==> config.mk <==
export PLATFORM = sky130hd
export DESIGN_NAME = multichannel_prepaid_time_meter
export DESIGN_NICKNAME = d
export VERILOG_FILES = /design/src/mptm_pkg.sv /design/src/multichannel_prepaid_time_meter.sv
export SDC_FILE = /design/constraint.sdc
export NUM_CORES = 1
export LEC_CHECK = 0
export CORE_MARGIN = 2
export CORE_UTILIZATION = 63
export CTS_CLUSTER_DIAMETER = 50
export CTS_CLUSTER_SIZE = 8
export DETAILED_ROUTE_END_ITERATION = 8
export DONT_BUFFER_PORTS = 1
export GPL_TIMING_DRIVEN = 0
export PLACE_DENSITY = 0.79
export REMOVE_ABC_BUFFERS = 1
export SYNTH_ARGS = -nofsm -noshare
export SYNTH_HDL_FRONTEND = slang
export SYNTH_SLANG_ARGS = --single-unit
==> constraint.sdc <==
create_clock -name clk -period 6.4 [get_ports clk]
set_input_delay 0.32 -clock clk [delete_from_list [all_inputs] [get_ports clk]]
set_output_delay 0.32 -clock clk [all_outputs]
set_load 0.05 [all_outputs]
==> src/mptm_pkg.sv <==
`timescale 1ns / 1ps
// ----------------------------------------------------------------------------
// mptm_pkg
// Shared types, constants and arithmetic helpers of the prepaid time meter.
// ----------------------------------------------------------------------------
package mptm_pkg;

  localparam int CHANNELS_DEF = 10;

  localparam int TIME_W   = 14;
  localparam int GLYPH_W  = 7;
  localparam int WEIGHT_W = 8;
  localparam int FLASH_W  = 8;
  localparam int CFG_W    = 12;
  localparam int CFG_IDX_W = 2;

  localparam logic [TIME_W-1:0]   TIME_CAP     = 14'd9999;
  localparam logic [WEIGHT_W-1:0] PLAIN_WEIGHT = 8'd10;
  localparam logic [FLASH_W-1:0]  FLASH_PERIOD = 8'd10;
  localparam logic [FLASH_W-1:0]  FLASH_HALF   = 8'd5;

  localparam logic [GLYPH_W-1:0] ASCII_ZERO  = 7'h30;
  localparam logic [GLYPH_W-1:0] ASCII_SPACE = 7'h20;
  localparam logic [GLYPH_W-1:0] ASCII_DASH  = 7'h2d;

  // divider: 16 quotient bits, two per cycle
  localparam int DIV_NUM_W = 16;
  localparam int DIV_STEPS = 2;
  localparam int DIV_CNT_W = 3;
  localparam logic [DIV_CNT_W-1:0] DIV_LAST = 3'd7;

  localparam logic [CFG_IDX_W-1:0] CFG_POWER_MODE = 2'd0;
  localparam logic [CFG_IDX_W-1:0] CFG_BASE_CURRENT = 2'd1;
  localparam logic [CFG_IDX_W-1:0] CFG_OC_MULTIPLE = 2'd2;

  typedef enum logic [1:0] {
    ACT_ADD     = 2'd0,
    ACT_METER   = 2'd1,
    ACT_DISPLAY = 2'd2,
    ACT_CLEAR   = 2'd3
  } action_t;

  typedef struct packed {
    logic [1:0]  action;
    logic [3:0]  channel;
    logic [9:0]  amount;
    logic        fuse_ok;
    logic        over_current;
    logic [11:0] current_sample;
  } in_item_t;

  typedef struct packed {
    logic [TIME_W-1:0]  remaining_time;
    logic [GLYPH_W-1:0] glyph_hundreds;
    logic [GLYPH_W-1:0] glyph_tens;
    logic [GLYPH_W-1:0] glyph_units;
    logic               relay_on;
    logic               save_request;
  } out_item_t;

  // floor(x / 10), exact for every 16-bit x
  function automatic logic [12:0] div10(input logic [15:0] x);
    logic [31:0] p;
    begin
      p = 32'(x) * 32'd52429;
      return p[31:19];
    end
  endfunction

  // x * 10 by shift and add
  function automatic logic [15:0] times10(input logic [11:0] x);
    begin
      return 16'({x, 3'b000}) + 16'({x, 1'b0});
    end
  endfunction

endpackage

==> src/multichannel_prepaid_time_meter.sv <==
`timescale 1ns / 1ps
// ----------------------------------------------------------------------------
// multichannel_prepaid_time_meter
// Per-channel prepaid time store with credit, metering and display glyphs.
// ----------------------------------------------------------------------------
// One item at a time: an accepted item goes through S_EVAL, S_APPLY, S_DIG1,
// S_DIG2 and S_DONE to the result register, and the next item can be accepted
// in the cycle after that result is loaded. A meter tick in power mode with the
// fuse good, no over current and the current above base runs the shared restoring
// divider (two quotient bits a cycle over 16 bits) in S_DIV. Channel times and
// last first glyphs live in small synchronous memories, read when the item is
// accepted and written back when its result is loaded. After reset every
// store reads zero at once. A finished result may wait in the output register
// while the next item is taken.
module multichannel_prepaid_time_meter
  import mptm_pkg::*;
#(
  parameter int CHANNELS = CHANNELS_DEF
) (
  input  logic                 clk,
  input  logic                 rst,
  input  logic                 in_valid,
  output logic                 in_ready,
  input  in_item_t             in_item,
  output logic                 out_valid,
  input  logic                 out_ready,
  output out_item_t            out_item,
  input  logic                 cfg_valid,
  output logic                 cfg_ready,
  input  logic [CFG_IDX_W-1:0] cfg_index,
  input  logic [CFG_W-1:0]     cfg_data
);

  localparam int CH_W = (CHANNELS > 1) ? $clog2(CHANNELS) : 1;
  localparam logic [4:0] CH_ALL = 5'(CHANNELS);

  typedef enum logic [6:0] {
    S_IDLE  = 7'b0000001,
    S_EVAL  = 7'b0000010,
    S_DIV   = 7'b0000100,
    S_APPLY = 7'b0001000,
    S_DIG1  = 7'b0010000,
    S_DIG2  = 7'b0100000,
    S_DONE  = 7'b1000000
  } state_t;

  state_t state, state_next;

  // configuration
  logic        power_mode;
  logic [11:0] base_current;
  logic [7:0]  oc_multiple;

  // memories
  logic [TIME_W-1:0]  credit_mem [CHANNELS];
  logic [GLYPH_W-1:0] glyph_mem  [CHANNELS];
  logic [CHANNELS-1:0] credit_vld;
  logic [CHANNELS-1:0] glyph_vld;
  logic [TIME_W-1:0]  rd_credit;
  logic [GLYPH_W-1:0] rd_glyph;
  logic               rd_credit_vld;
  logic               rd_glyph_vld;
  logic [CH_W-1:0]    rd_addr;
  logic [CH_W-1:0]    wr_addr;

  // item context
  in_item_t           item;
  logic               in_range;
  logic               clear_all;
  logic [TIME_W-1:0]  cred;
  logic [GLYPH_W-1:0] glyph_old;
  logic [WEIGHT_W-1:0] weight;
  logic [FLASH_W-1:0] flash_counter;

  // divider
  logic [DIV_NUM_W-1:0] div_num, div_num_next;
  logic [11:0]          div_rem, div_rem_next;
  logic [11:0]          div_den;
  logic [WEIGHT_W-1:0]  div_q, div_q_next;
  logic [DIV_CNT_W-1:0] div_cnt;

  // results of the apply step
  logic [TIME_W-1:0]  new_cred, new_cred_next;
  logic               save, save_next;
  logic               relay, relay_next;
  logic [GLYPH_W-1:0] g0, g0_next, g1, g1_next, g2, g2_next;
  logic               use_digits, use_digits_next;
  logic               credit_we, credit_we_next;
  logic               glyph_we, glyph_we_next;
  logic               wipe_all, wipe_all_next;
  logic [FLASH_W-1:0] flash_next;
  logic [10:0]        mins;

  // digit split
  logic [7:0]  tens_all;
  logic [12:0] tens_all_q;
  logic [3:0]  units_d, tens_d, hund_d;
  logic [12:0] hund_all_q;
  logic [4:0]  hund_all;
  logic [10:0] tens_all_x10;
  logic [7:0]  hund_all_x10;

  logic [FLASH_W-1:0] fc1;
  logic [14:0]        add_sum;
  logic [12:0]        mins_q;
  logic [GLYPH_W-1:0] g0_final, g1_final, g2_final;
  logic               load_out;
  logic               item_in_range;

  assign in_ready  = (state == S_IDLE);
  assign cfg_ready = 1'b1;

  // ---------------------------------------------------------------- config
  always_ff @(posedge clk) begin
    if (rst) begin
      power_mode   <= 1'b0;
      base_current <= 12'd1;
      oc_multiple  <= 8'd1;
    end else if (cfg_valid && cfg_ready) begin
      case (cfg_index)
        CFG_POWER_MODE:   power_mode   <= cfg_data[0];
        CFG_BASE_CURRENT: base_current <= cfg_data;
        CFG_OC_MULTIPLE:  oc_multiple  <= cfg_data[7:0];
        default: ;
      endcase
    end
  end

  // --------------------------------------------------------------- memories
  assign item_in_range = ({1'b0, in_item.channel} < CH_ALL);
  assign rd_addr = item_in_range ? in_item.channel[CH_W-1:0] : '0;
  assign wr_addr = item.channel[CH_W-1:0];

  always_ff @(posedge clk) begin
    if (in_valid && in_ready) begin
      rd_credit     <= credit_mem[rd_addr];
      rd_glyph      <= glyph_mem[rd_addr];
      rd_credit_vld <= credit_vld[rd_addr];
      rd_glyph_vld  <= glyph_vld[rd_addr];
    end
    if (load_out && credit_we) begin
      credit_mem[wr_addr] <= new_cred;
    end
    if (load_out && glyph_we) begin
      glyph_mem[wr_addr] <= g0_final;
    end
  end

  always_ff @(posedge clk) begin
    if (rst) begin
      credit_vld <= '0;
      glyph_vld  <= '0;
    end else if (load_out) begin
      if (wipe_all) begin
        credit_vld <= '0;
      end else if (credit_we) begin
        credit_vld[wr_addr] <= 1'b1;
      end
      if (glyph_we) begin
        glyph_vld[wr_addr] <= 1'b1;
      end
    end
  end

  // ------------------------------------------------------------- sequencer
  assign load_out = (state == S_DONE) && (!out_valid || out_ready);

  always_comb begin
    state_next = state;
    case (state)
      S_IDLE:  if (in_valid) state_next = S_EVAL;
      S_EVAL: begin
        if (in_range && item.action == ACT_METER && power_mode && !item.over_current &&
            item.fuse_ok && item.current_sample > base_current) begin
          state_next = S_DIV;
        end else begin
          state_next = S_APPLY;
        end
      end
      S_DIV:   if (div_cnt == DIV_LAST) state_next = S_APPLY;
      S_APPLY: state_next = S_DIG1;
      S_DIG1:  state_next = S_DIG2;
      S_DIG2:  state_next = S_DONE;
      S_DONE:  if (load_out) state_next = S_IDLE;
      default: state_next = S_IDLE;
    endcase
  end

  always_ff @(posedge clk) begin
    if (rst) begin
      state <= S_IDLE;
    end else begin
      state <= state_next;
    end
  end

  // hold the item and the entries read for it
  always_ff @(posedge clk) begin
    if (in_valid && in_ready) begin
      item      <= in_item;
      in_range  <= item_in_range;
      clear_all <= ({1'b0, in_item.channel} == CH_ALL);
    end
    if (state == S_EVAL) begin
      cred      <= rd_credit_vld ? rd_credit : '0;
      glyph_old <= rd_glyph_vld ? rd_glyph : '0;
      if (!power_mode) begin
        weight <= PLAIN_WEIGHT;
      end else if (item.over_current) begin
        weight <= 8'(times10({4'd0, oc_multiple}));
      end else begin
        weight <= PLAIN_WEIGHT;
      end
    end else if (state == S_DIV && div_cnt == DIV_LAST) begin
      weight <= div_q_next;
    end
  end

  // ---------------------------------------------------------------- divider
  always_comb begin
    logic [12:0]          t;
    logic [11:0]          r;
    logic [DIV_NUM_W-1:0] n;
    logic [WEIGHT_W-1:0]  q;
    r = div_rem;
    n = div_num;
    q = div_q;
    for (int k = 0; k < DIV_STEPS; k++) begin
      t = {r, n[DIV_NUM_W-1]};
      if (t >= {1'b0, div_den}) begin
        r = 12'(t - {1'b0, div_den});
        q = {q[WEIGHT_W-2:0], 1'b1};
      end else begin
        r = t[11:0];
        q = {q[WEIGHT_W-2:0], 1'b0};
      end
      n = {n[DIV_NUM_W-2:0], 1'b0};
    end
    div_rem_next = r;
    div_num_next = n;
    div_q_next   = q;
  end

  always_ff @(posedge clk) begin
    if (state == S_EVAL) begin
      div_num <= times10(item.current_sample);
      div_rem <= '0;
      div_q   <= '0;
      div_den <= (base_current == 12'd0) ? 12'd1 : base_current;
      div_cnt <= '0;
    end else if (state == S_DIV) begin
      div_num <= div_num_next;
      div_rem <= div_rem_next;
      div_q   <= div_q_next;
      div_cnt <= div_cnt + 1'b1;
    end
  end

  // ------------------------------------------------------------ apply step
  assign fc1     = flash_counter + 1'b1;
  assign add_sum = 15'(cred) + 15'(times10({2'd0, item.amount}));
  assign mins_q  = div10({2'd0, cred});

  always_comb begin
    new_cred_next   = '0;
    save_next       = 1'b0;
    relay_next      = 1'b0;
    g0_next         = '0;
    g1_next         = '0;
    g2_next         = '0;
    use_digits_next = 1'b0;
    credit_we_next  = 1'b0;
    glyph_we_next   = 1'b0;
    wipe_all_next   = 1'b0;
    flash_next      = flash_counter;
    case (item.action)
      ACT_CLEAR: begin
        if (clear_all) begin
          wipe_all_next = 1'b1;
          save_next     = 1'b1;
        end else if (in_range) begin
          credit_we_next = 1'b1;
          save_next      = 1'b1;
        end
      end
      ACT_ADD: begin
        if (in_range) begin
          new_cred_next  = (add_sum > 15'(TIME_CAP)) ? TIME_CAP : add_sum[TIME_W-1:0];
          save_next      = 1'b1;
          credit_we_next = 1'b1;
        end
      end
      ACT_METER: begin
        if (in_range) begin
          credit_we_next = 1'b1;
          if (cred > TIME_W'(weight)) begin
            new_cred_next = cred - TIME_W'(weight);
          end else begin
            save_next = (cred != '0);
          end
        end
      end
      ACT_DISPLAY: begin
        if (in_range) begin
          credit_we_next = 1'b1;
          glyph_we_next  = 1'b1;
          flash_next     = fc1;
          new_cred_next  = cred;
          if (item.fuse_ok) begin
            if (cred < TIME_W'(10)) begin
              if (fc1 >= FLASH_PERIOD) begin
                flash_next = '0;
                g0_next    = glyph_old;
              end else if (fc1 >= FLASH_HALF) begin
                g0_next = ASCII_SPACE;
              end else begin
                g0_next = ASCII_ZERO + GLYPH_W'(item.channel);
              end
              g1_next = ASCII_SPACE;
              g2_next = ASCII_SPACE;
            end else begin
              relay_next = 1'b1;
              // blank phases of the flash cycle while over current
              if (item.over_current &&
                  (fc1 == 8'd0 || fc1 == 8'd1 || fc1 == 8'd2 ||
                   fc1 == 8'd5 || fc1 == 8'd6 || fc1 == 8'd7)) begin
                g0_next = ASCII_SPACE;
                g1_next = ASCII_SPACE;
                g2_next = ASCII_SPACE;
              end else begin
                use_digits_next = 1'b1;
              end
            end
          end else begin
            g0_next       = ASCII_DASH;
            g1_next       = ASCII_DASH;
            g2_next       = ASCII_DASH;
            new_cred_next = '0;
            save_next     = (cred != '0);
          end
        end
      end
      default: ;
    endcase
  end

  always_ff @(posedge clk) begin
    if (state == S_APPLY) begin
      new_cred   <= new_cred_next;
      save       <= save_next;
      relay      <= relay_next;
      g0         <= g0_next;
      g1         <= g1_next;
      g2         <= g2_next;
      use_digits <= use_digits_next;
      credit_we  <= credit_we_next;
      glyph_we   <= glyph_we_next;
      wipe_all   <= wipe_all_next;
      mins       <= mins_q[10:0];
    end
  end

  always_ff @(posedge clk) begin
    if (rst) begin
      flash_counter <= '0;
    end else if (state == S_APPLY) begin
      flash_counter <= flash_next;
    end
  end

  // ------------------------------------------------------------ digit split
  assign tens_all_q   = div10({5'd0, mins});
  assign tens_all_x10 = 11'({tens_all_q[7:0], 3'b000}) + 11'({tens_all_q[7:0], 1'b0});
  assign hund_all_q   = div10({8'd0, tens_all});
  assign hund_all     = hund_all_q[4:0];
  assign hund_all_x10 = 8'({hund_all, 3'b000}) + 8'({hund_all, 1'b0});

  always_ff @(posedge clk) begin
    if (state == S_DIG1) begin
      tens_all <= tens_all_q[7:0];
      units_d  <= 4'(mins - tens_all_x10);
    end
    if (state == S_DIG2) begin
      tens_d <= 4'(tens_all - hund_all_x10);
      hund_d <= (hund_all >= 5'd10) ? 4'(hund_all - 5'd10) : hund_all[3:0];
    end
  end

  assign g0_final = use_digits ? ASCII_ZERO + GLYPH_W'(hund_d)  : g0;
  assign g1_final = use_digits ? ASCII_ZERO + GLYPH_W'(tens_d)  : g1;
  assign g2_final = use_digits ? ASCII_ZERO + GLYPH_W'(units_d) : g2;

  // ---------------------------------------------------------- result beat
  always_ff @(posedge clk) begin
    if (rst) begin
      out_valid <= 1'b0;
    end else if (load_out) begin
      out_valid <= 1'b1;
    end else if (out_ready) begin
      out_valid <= 1'b0;
    end
  end

  always_ff @(posedge clk) begin
    if (load_out) begin
      out_item.remaining_time <= new_cred;
      out_item.glyph_hundreds <= g0_final;
      out_item.glyph_tens     <= g1_final;
      out_item.glyph_units    <= g2_final;
      out_item.relay_on       <= relay;
      out_item.save_request   <= save;
    end
  end

endmodule

==> reports/metrics.yaml, run 1 <==
global_routing:
  overflow: 0
  grt.total_usage_pct: 28.0
  grt_pass1_vias: 19388
  grt_first_pass_wirelength_um: 104000
  antenna_found_initial: 2
  grt_max_degree: 45
floorplan:
  die_h_um: 220
  start_util_pct: 63.4
  core_area_um2: 46300
  die_width_um: 220
  io-pin-count: 89
  placementRows: 79
  dieArea_um2: 48300
timing:
  fmax_mhz: 163
  finalHoldViolCount: 0
  setup_violations: 0
  hold_ws_ns: 0.0212
  fin_crit_sh_pct: 96.0
  final_max_slew_viol_count: 0
  skew_ns: 0.0392
  fin_setup_tns_ns: 0
  tightest_slew_ns: 1.19
  period_needed_ns: 6.14
  rsz0062_at_grt: "no"
  relSlewSlack_pct: 20.6
hold_path:
  holdPathEnd: "state[6]$_SDFFE_PP0P_"
  hp-class: "input pin to flip-flop"
  min_from: "in_valid"
  hold_depth: 2
place:
  dp_cells: 2975
  place_congestion: 0.947
  dp_hpwl_um: 45700
  io_buffers: 0
logic_synthesis:
  ys_warn_count: 0
  synth_ff_type: "edfxtp_1"
  syn_area_um2: 29300
  synth.top_cell.area_share_pct: 42.4
  synthCells: 2423
  synth.avg_cell_area_um2: 12.1
  yosysMostFrequentCell: "edfxtp_1"
  async_flop_share_pct: 0
  yosys-top-cells-area: "edfxtp_1 42%, ha_1 14%, fa_1 8.3%"
  ys_seq_area_share_pct: 47.6
  yosysTopAreaCell: "edfxtp_1"
  synth_top_cells_by_count: "414 x edfxtp_1, 328 x inv_1, 327 x ha_1"
  synth_cell_types: 80
  synth-edff-count: 414
  ys_ff_latch: 491
worst_setup_path:
  crit_path_max_incr_delay_ns: 0.66
  endpoint_kind: "flip-flop"
  reg2reg_from: "cred[13]$_SDFFCE_PN0N_"
  r2r_slack_ns: 0.26
  cp_cell_sequence: "inv_1 -> ha_1 -> fa_1 -> inv_1 -> fa_1 -> fa_1 -> inv_1 -> fa_1 -> inv_1 -> fa_1 -> inv_1 -> ha_1 -> a21o_1 -> a2111oi_2 -> a211oi_2 -> a31oi_4 -> o21ai_0 -> o21a_1 -> nor2_1 -> xnor2_1"
  required_ns: 6.74
  start_kind: "flip-flop"
  timing.rr.end: "mins[10]$_DFFE_PN_"
  cp_data_arrival_time_ns: 6.48
  reg2regPathDepth: 20
  crit_type: "flip-flop to flip-flop"
  critPathTopFamily: "adder cells"
  critPathMaxFanout: 6
  cp_num_buf_inv: 5
  cp_slowest_cell: "fa_1"
pwr:
  power_w: 0.0127
  leakage_nw: 13.6
  peakVddDrop_mv: 0.383
  power_density_nw_per_um2: 386
clocking:
  htreeDepth: 3
  ctsRootBufferMaster: "clkbuf_16"
  clk_pin_slew_ns: 0.05
  clk_latency_ns: 0.62
  cts_tree: "built"
  clock_sinks: 491
  cts_made_buffers: 74
  ctsLongestPathBuffers: 3
final_layout:
  fin_cells: 3148
  drive_gt1_share_pct: 8.82
  fillCellCount: 3056
  areaGrowthSynthToFinish_pct: 12.2
  nNetsFinal: 2995
  finalCoreUtilization_pct: 71.2
route:
  wl_per_cell_um: 21.2
  ant_nets: 0
  vias_per_cell: 6.01
  drt_iter0_markers: 1408
  dr.pass1.iters: 5
  wirelength_um: 66700
  via_count: 18924
  drc_errors: 0
outcome:
  status: "finished, final reports clean"
flow_run:
  maxCapViolations: 0
[worst max-delay path by stage]
stage,startpoint,end,depth (start not counted)
floorplan,cred[12]$_SDFFCE_PN0N_,mins[10]$_DFFE_PN_,20
finish,cred[13]$_SDFFCE_PN0N_,mins[10]$_DFFE_PN_,20
global route,cred[13]$_SDFFCE_PN0N_,mins[10]$_DFFE_PN_,20
global placement,state[2]$_SDFFE_PP0P_,credit_mem[4][8]$_DFFE_PP_,6
detailed placement,cred[8]$_SDFFCE_PN0N_,mins[10]$_DFFE_PN_,20
CTS,cred[12]$_SDFFCE_PN0N_,mins[10]$_DFFE_PN_,20
[area by class of cell]
type	count	area, um2	share of cell area [%]
Antenna cell	2	5.00	0.0152
Clock buffer	106	2030	6.18
Clock inverter	12	221	0.672
Inverter	328	1230	3.74
Multi-Input combinational cell	1534	13900	42.3
Sequential cell	491	14000	42.4
Tap cell	607	759	2.31
Timing Repair Buffer	68	766	2.33
[power by group]
group          internal (W)  switching [W]  total [W]
sequential          0.00383       0.000209    0.00404
clock               0.00232        0.00140    0.00372
combinational       0.00217        0.00281    0.00498
[state kept, by name (all words and copies together), names as in the netlist, 11 cells and up]
name,flops
glyph_mem,70
out_item,33
new_cred,14
item,26
cred,14
mins,11
base_current,12
div_den,12
div_rem,12
div_num,15
rd_credit,14
credit_mem,140
[placed cells by master (no fill, tap or decap), drive strengths merged, types with 15 or more instances in the layout]
cell         instances
edfxtp             414
inv                329
ha                 327
nand2              146
nor2               145
fa                 122
o21ai              114
clkbuf             106
a21oi               85
dfxtp               77
xnor2               58
mux4                46
dlygate4sd3         46
mux2i               40
and2                35
nand3               33
a21o                31
nor3                29
o221ai              24
nor2b               22
buf                 22
o21a                19
a31oi               19
xor2                16
nand4               15
or2                 15
nand2b              15
[per-stage QoR]
| step | worst slack (ns) | area [um2] |
|---|---|---|
| after floorplan | 0.703 | 29000 |
| after global placement | -0.642 | 29800 |
| after detailed placement | -0.135 | 30100 |
| after CTS | 0.0270 | 32900 |
| after global routing | 0.0360 | 32900 |
| final | 0.259 | 32900 |
[kinds of logic (layout without fill, tap and decap cells)]
| kind of cell | Yosys count | after routing | synth area share (%) |
|---|---|---|---|
| buf+inv | 399 | 514 | 5.24 |
| other cells | 2 | 5 | 0.0256 |
| xor+xnor | 74 | 74 | 2.21 |
| compound gates | 396 | 396 | 8.81 |
| mux | 100 | 100 | 5.43 |
| simple gates | 512 | 512 | 8.41 |
| flops | 491 | 491 | 47.6 |
| fa+ha+maj | 449 | 449 | 22.3 |
[routing by layer]
metal | global-route usage (%) | vias up | routed length (um)
met5 | 0 | - | 0
met4 | 10.8 | 0 | 2130
met3 | 6.02 | 150 | 4920
met2 | 45.7 | 731 | 31800
met1 | 37.0 | 9251 | 27900
li1 | - | 8792 | -
[what timing repair did]
action                                  in CTS  in global routing
endpoints found under the setup margin       1                  4
gates cloned                                 0                  0
hold buffers                                47                  0
setup buffers                                1                  4
resized for setup                            1                  7
hold endpoints to repair                    78                  0
Note: power is estimated with default switching activity, not from simulation.
==> inputs of run 2 (changes only) <==
--- a/config.mk
+++ b/config.mk
@@ -11,7 +11,6 @@
 export CTS_CLUSTER_SIZE = 8
 export DETAILED_ROUTE_END_ITERATION = 8
 export DONT_BUFFER_PORTS = 1
-export GPL_TIMING_DRIVEN = 0
 export PLACE_DENSITY = 0.79
 export REMOVE_ABC_BUFFERS = 1
 export SYNTH_ARGS = -nofsm -noshare
==> run 2 against run 1 <==
Against the previous run:
- first-iteration DRC count is 17% higher
- flip-flop and latch count unchanged
- count of clock-buffer cells in the layout grew 3
- combinational power decreased by 2%
- register-to-register slack improved by 0.10 ns
- utilization down 0.50 points
- sequential share of layout area grew 0.30 points
- wire length shrank 1.7%
- hold slack better by 0.0011 ns
- sequential power hardly changed
==> reports/metrics.yaml, run 2 (synthesized netlist as in run 1, its figures left out) <==
worst_setup_path:
  cp_slowest_cell: "fa_1"  # unchanged
  critPathMaxFanout: 6  # unchanged
  required_ns: 6.75  # was 6.74 ns
  crit_path_max_incr_delay_ns: 0.63  # was 0.66 ns
  endpoint_kind: "flip-flop"  # unchanged
  critPathTopFamily: "adder cells"  # unchanged
  crit_type: "flip-flop to flip-flop"  # unchanged
  cp_cell_sequence: "inv_1 -> ha_1 -> fa_1 -> inv_1 -> fa_1 -> fa_1 -> inv_1 -> fa_1 -> inv_1 -> fa_1 -> inv_1 -> ha_1 -> a21o_1 -> a2111oi_1 -> a211oi_2 -> a31oi_2 -> o21ai_0 -> o21a_1 -> nor2_1 -> xnor2_1"  # was inv_1 -> ha_1 -> fa_1 -> inv_1 -> fa_1 -> fa_1 -> inv_1 -> fa_1 -> inv_1 -> fa_1 -> inv_1 -> ha_1 -> a21o_1 -> a2111oi_2 -> a211oi_2 -> a31oi_4 -> o21ai_0 -> o21a_1 -> nor2_1 -> xnor2_1
  cp_num_buf_inv: 5  # unchanged
  cp_data_arrival_time_ns: 6.38  # was 6.48 ns
  r2r_slack_ns: 0.36  # was 0.26 ns
  start_kind: "flip-flop"  # unchanged
hold_path:
  hp-class: "input pin to flip-flop"  # unchanged
floorplan:
  die_h_um: 220  # unchanged
  die_width_um: 220  # unchanged
  io-pin-count: 89  # unchanged
  core_area_um2: 46300  # unchanged
  placementRows: 79  # unchanged
  dieArea_um2: 48300  # unchanged
  start_util_pct: 63.4  # unchanged
final_layout:
  largest_register_ffs: 140  # unchanged
  reg.largest.list: "credit_mem (140), glyph_mem (70), out_item (33)"  # unchanged
  final_cell_mix: "414 x edfxtp_1, 327 x ha_1, 325 x inv_1"  # unchanged
  nNetsFinal: 2995  # unchanged
  layout_commonest_cell: "edfxtp_1"  # unchanged
  top_register: "credit_mem"  # unchanged
  design_area_um2: 32700  # was 32900 um2
  drive_gt1_share_pct: 8.66  # was 8.82%
  areaGrowthSynthToFinish_pct: 11.4  # was 12.2%
  finalCoreUtilization_pct: 70.7  # was 71.2%
  fin_cells: 3149  # was 3148
place:
  place_congestion: 0.911  # was 0.947
  dp_cells: 2979  # was 2975
  place_area_um2: 30000  # was 30100 um2
  dp_hpwl_um: 46400  # was 45700 um
  io_buffers: 0  # unchanged
timing:
  period_needed_ns: 6.04  # was 6.14 ns
  setup_violations: 0  # unchanged
  relSlewSlack_pct: 22.8  # was 20.6%
  final_max_slew_viol_count: 0  # unchanged
  hold_ws_ns: 0.0222  # was 0.0212 ns
  fin_crit_sh_pct: 94.3  # was 96.0%
  rsz0062_at_grt: "no"  # unchanged
  tightest_slew_ns: 1.15  # was 1.19 ns
  finalHoldViolCount: 0  # unchanged
  skew_ns: 0.0196  # was 0.0392 ns
  fin_setup_tns_ns: 0  # unchanged
  fmax_mhz: 166  # was 163 MHz
route:
  vias_per_cell: 6.02  # was 6.01
  via_count: 18968  # was 18924
  ant_nets: 0  # unchanged
  drc_errors: 0  # unchanged
  dr.pass1.iters: 6  # was 5
  wl_per_cell_um: 20.8  # was 21.2 um
  wirelength_um: 65600  # was 66700 um
  drt_iter0_markers: 1651  # was 1408
pwr:
  power_density_nw_per_um2: 383  # was 386 nW/um2
  leakage_nw: 13.5  # was 13.6 nW
  peakVddDrop_mv: 0.376  # was 0.383 mV
clocking:
  ctsLongestPathBuffers: 3  # unchanged
  clock_sinks: 491  # unchanged
  clk_latency_ns: 0.61  # was 0.62 ns
  ctsRootBufferMaster: "clkbuf_16"  # unchanged
  clk_pin_slew_ns: 0.05  # about the same
  htreeDepth: 3  # unchanged
  cts_made_buffers: 75  # was 74
  cts_tree: "built"  # unchanged
flow_run:
  maxCapViolations: 0  # unchanged
global_routing:
  antenna_found_initial: 0  # was 2
  grt_pass1_vias: 19830  # was 19388
  grt.total_usage_pct: 28.0  # about the same
  grt_first_pass_wirelength_um: 104000  # about the same
  overflow: 0  # unchanged
  grt_max_degree: 56  # was 45
outcome:
  status: "finished, final reports clean"  # unchanged
==> run 2: what timing repair did <==
item,in CTS,in global routing
endpoints found under the setup margin,0,3
hold buffers,45,0
buffers inserted,0,3
endpoints found under the hold margin,79,0
gates resized for setup,0,5
==> run 2: through the flow <==
step	power [W]	worst slack, ns
after detailed placement	0.00877	0.168
final	0.0125	0.363
after global routing	0.0134	0.0167
after floorplan	0.00760	0.703
after CTS	0.0125	0.154
after global placement	0.00852	0.392
==> run 2: worst reg2reg max path, delay by kind of cell, from the launching register on <==
family	cells	cell delay, ns
adder cells (fa/ha/maj)	7	3.24
XOR/XNOR	1	0.08
flip-flops	1	0.48
AND/OR/NAND/NOR	1	0.11
AO/OA/AOI/OAI	6	1.47
buffers and inverters	5	0.39
==> run 2: final cells by class <==
class                      count  area (um2)
antenna                        1        2.50
clock buffer                 109        2060
clock inverter                12         146
fill                        3078       13600
inverter                     328        1230
multi-input combinational   1534       13900
sequential                   491       14000
tap                          607         759
timing repair buffer          67         626
==> run 2: power breakdown <==
group,switching (W),internal [W]
Sequential,0.000201,0.00383
Combinational,0.00276,0.00211
Clock,0.00142,0.00223
==> run 2: final timing paths <==
kind                                  end               startpoint  cells past startpoint
setup / recovery       mins[10]$_DFFE_PN_   cred[13]$_SDFFCE_PN0N_                     20
hold reg to reg   div_cnt[2]$_SDFFE_PN0P_  div_cnt[2]$_SDFFE_PN0P_                      2
setup reg to reg       mins[10]$_DFFE_PN_   cred[13]$_SDFFCE_PN0N_                     20
hold / removal      state[6]$_SDFFE_PP0P_                 in_valid                      2
==> run 2: layer usage <==
metal  global-route usage (%)  share of wire [%]
met1                     37.2                 42
met4                     9.13                3.0
met3                     5.48                6.9
met2                     46.7                 48
met5                        0                  0
==> inputs of run 3 (changes only) <==
--- a/config.mk
+++ b/config.mk
@@ -11,7 +11,7 @@
 export CTS_CLUSTER_SIZE = 8
 export DETAILED_ROUTE_END_ITERATION = 8
 export DONT_BUFFER_PORTS = 1
-export PLACE_DENSITY = 0.79
+export PLACE_DENSITY = 0.82
 export REMOVE_ABC_BUFFERS = 1
 export SYNTH_ARGS = -nofsm -noshare
 export SYNTH_HDL_FRONTEND = slang
==> run 3 against run 2 <==
Against the previous run:
- power rose by 2.4%
- critical path type unchanged
- sequential power barely moved
- combinational power rose by 3%
==> reports/metrics.yaml, run 3 (synthesized netlist as in run 1, its figures left out) <==
place:
  io_buffers: 0  # unchanged
  dp_cells: 2986  # was 2979
  dp_hpwl_um: 46900  # was 46400 um
  place_congestion: 0.934  # was 0.911
pwr:
  leakage_nw: 13.6  # was 13.5 nW
  p_switching_w: 0.00449  # was 0.00437 W
  p_int_w: 0.00835  # was 0.00816 W
  combPwrFrac_pct: 38.9  # was 38.8%
  p_clk_share_pct: 29.7  # was 29.0%
  power_density_nw_per_um2: 390  # was 383 nW/um2
  peakVddDrop_mv: 0.533  # was 0.376 mV
  sw_frac_of_total_pct: 35.0  # was 34.9%
  pwr-share-seq_pct: 31.3  # was 32.2%
global_routing:
  grt_max_degree: 56  # unchanged
  grt_use_met1_pct: 37.2  # about the same
  grt.total_usage_pct: 29.0  # was 28.0%
  antenna_found_initial: 0  # unchanged
  overflow: 0  # unchanged
  grt_first_pass_wirelength_um: 108000  # was 104000 um
  met3_usage_pct: 6.18  # was 5.48%
  top_usage_layer: "met2"  # unchanged
  grt_pass1_vias: 20247  # was 19830
  grt.met2_usage_pct: 48.4  # was 46.7%
final_layout:
  reg.largest.list: "credit_mem (140), glyph_mem (70), out_item (33)"  # unchanged
  areaGrowthSynthToFinish_pct: 12.1  # was 11.4%
  final_cell_mix: "414 x edfxtp_1, 327 x ha_1, 326 x inv_1"  # was 414 x edfxtp_1, 327 x ha_1, 325 x inv_1
  n_antenna_cell: 0  # was 1
  drive_gt1_share_pct: 9.05  # was 8.66%
  nNetsFinal: 3006  # was 2995
  fillCellCount: 3025  # was 3078
  fin_cells: 3160  # was 3149
  top_register: "credit_mem"  # unchanged
  largest_register_ffs: 140  # unchanged
  layout_commonest_cell: "edfxtp_1"  # unchanged
floorplan:
  die_width_um: 220  # unchanged
  core_area_um2: 46300  # unchanged
  io-pin-count: 89  # unchanged
  start_util_pct: 63.4  # unchanged
  dieArea_um2: 48300  # unchanged
  placementRows: 79  # unchanged
  die_h_um: 220  # unchanged
timing:
  tightest_slew_ns: 1.17  # was 1.15 ns
  hold_ws_ns: 0.0255  # was 0.0222 ns
  relSlewSlack_pct: 21.7  # was 22.8%
  fmax_mhz: 166  # about the same
  setup_violations: 0  # unchanged
  skew_ns: 0.0221  # was 0.0196 ns
  fin_crit_sh_pct: 94.1  # was 94.3%
  final_max_slew_viol_count: 0  # unchanged
  period_needed_ns: 6.02  # was 6.04 ns
  finalHoldViolCount: 0  # unchanged
worst_setup_path:
  cp_num_buf_inv: 5  # unchanged
  reg2regPathDepth: 20  # unchanged
  cp_cell_sequence: "inv_1 -> ha_1 -> fa_1 -> inv_1 -> fa_1 -> fa_1 -> inv_1 -> fa_1 -> inv_1 -> fa_1 -> inv_1 -> ha_1 -> a21o_1 -> a2111oi_2 -> a211oi_2 -> a31oi_2 -> o21ai_0 -> o21a_1 -> nor2_1 -> xnor2_1"  # was inv_1 -> ha_1 -> fa_1 -> inv_1 -> fa_1 -> fa_1 -> inv_1 -> fa_1 -> inv_1 -> fa_1 -> inv_1 -> ha_1 -> a21o_1 -> a2111oi_1 -> a211oi_2 -> a31oi_2 -> o21ai_0 -> o21a_1 -> nor2_1 -> xnor2_1
  endpoint_kind: "flip-flop"  # unchanged
  required_ns: 6.76  # was 6.75 ns
  crit_type: "flip-flop to flip-flop"  # unchanged
  start_kind: "flip-flop"  # unchanged
  critPathMaxFanout: 6  # unchanged
  cp_slowest_cell: "fa_1"  # unchanged
  crit_cells: 20  # unchanged
  crit_path_max_incr_delay_ns: 0.62  # was 0.63 ns
  critPathTopFamily: "adder cells"  # unchanged
  cp_data_arrival_time_ns: 6.38  # about the same
route:
  wirelength_um: 68000  # was 65600 um
  dr.pass1.iters: 8  # was 6
  drt_iter0_markers: 1897  # was 1651
  via_count: 19276  # was 18968
  drc_errors: 0  # unchanged
  wl_per_cell_um: 21.5  # was 20.8 um
  vias_per_cell: 6.10  # was 6.02
  ant_nets: 0  # unchanged
hold_path:
  hp-class: "input pin to flip-flop"  # unchanged
  hold_depth: 2  # unchanged
clocking:
  cts_made_buffers: 77  # was 75
  clk_latency_ns: 0.62  # was 0.61 ns
  ctsLongestPathBuffers: 3  # unchanged
  ctsRootBufferMaster: "clkbuf_16"  # unchanged
  clock_sinks: 491  # unchanged
  clk_pin_slew_ns: 0.06  # was 0.05 ns
  cts_tree: "built"  # unchanged
  htreeDepth: 3  # unchanged
outcome:
  status: "finished, final reports clean"  # unchanged
flow_run:
  maxCapViolations: 0  # unchanged
## run 3: cell types whose count changed in the layout (fill, tap and decap cells not counted), moves of 3 or more
cell | before | now
nor2_2 | 8 | 5
clkbuf_16 | 76 | 80
buf_4 | 22 | 30
clkinvlp_4 | 1 | 4
nor2_1 | 137 | 140
## run 3: what timing repair did
| action | in CTS | in global routing |
|---|---|---|
| endpoints found under the setup margin | 0 | 2 |
| buffers inserted | 0 | 4 |
| gates resized for setup | 0 | 6 |
| hold buffers | 46 | 0 |
| hold endpoints to repair | 79 | 0 |
## run 3: path summary, 6_finish.rpt
kind	start	slack, ns	endpoint
worst max-delay path	cred[12]$_SDFFCE_PN0N_	0.38	mins[10]$_DFFE_PN_
worst min-delay path	rst	0.03	base_current[7]$_SDFFE_PP0P_
worst max register to register	cred[12]$_SDFFCE_PN0N_	0.38	mins[10]$_DFFE_PN_
worst min register to register	relay$_SDFFCE_PN0N_	0.46	out_item[1]$_DFFE_PP_
## run 3: through the flow
stage / utilization, % / setup TNS, ns / setup slack (ns) / total power (W) / instance area [um2]
2_1_floorplan: - / 0 / 0.703 / 0.00760 / 29000
3_3_place_gp: 64.9 / 0 / 0.365 / 0.00849 / 30000
3_5_place_dp: 64.9 / 0 / 0.215 / 0.00879 / 30000
4_1_cts: 71.0 / 0 / 0.218 / 0.0127 / 32800
5_1_grt: 71.1 / -0.0198 / -0.0198 / 0.0137 / 32900
6_report: 71.1 / 0 / 0.378 / 0.0128 / 32900
## run 3: final cells by class
type                    count  area (um2)  area share (%)
flip-flops and latches    491       14000            42.5
multi-input cells        1534       13900            42.3
clock buffers             111        2140            6.50
inverters                 328        1230            3.74
well taps                 607         759            2.31
repair buffers             76         696            2.12
clock inverters            13         184           0.559
## run 3: layer usage
layer	part of all wire, %	routed length, um
met1	40	27200
met2	49	33200
met3	7.5	5110
met4	3.6	2450
met5	0	0
## run 3: power by group through the flow
stage / combinational, W / clock, W / sequential (W)
4_1_cts: 0.00482 / 0.00386 / 0.00402
6_report: 0.00500 / 0.00382 / 0.00402
5_1_grt: 0.00565 / 0.00398 / 0.00404
2_1_floorplan: 0.00358 / 0 / 0.00402
3_5_place_dp: 0.00472 / 0 / 0.00408
3_3_place_gp: 0.00442 / 0 / 0.00407
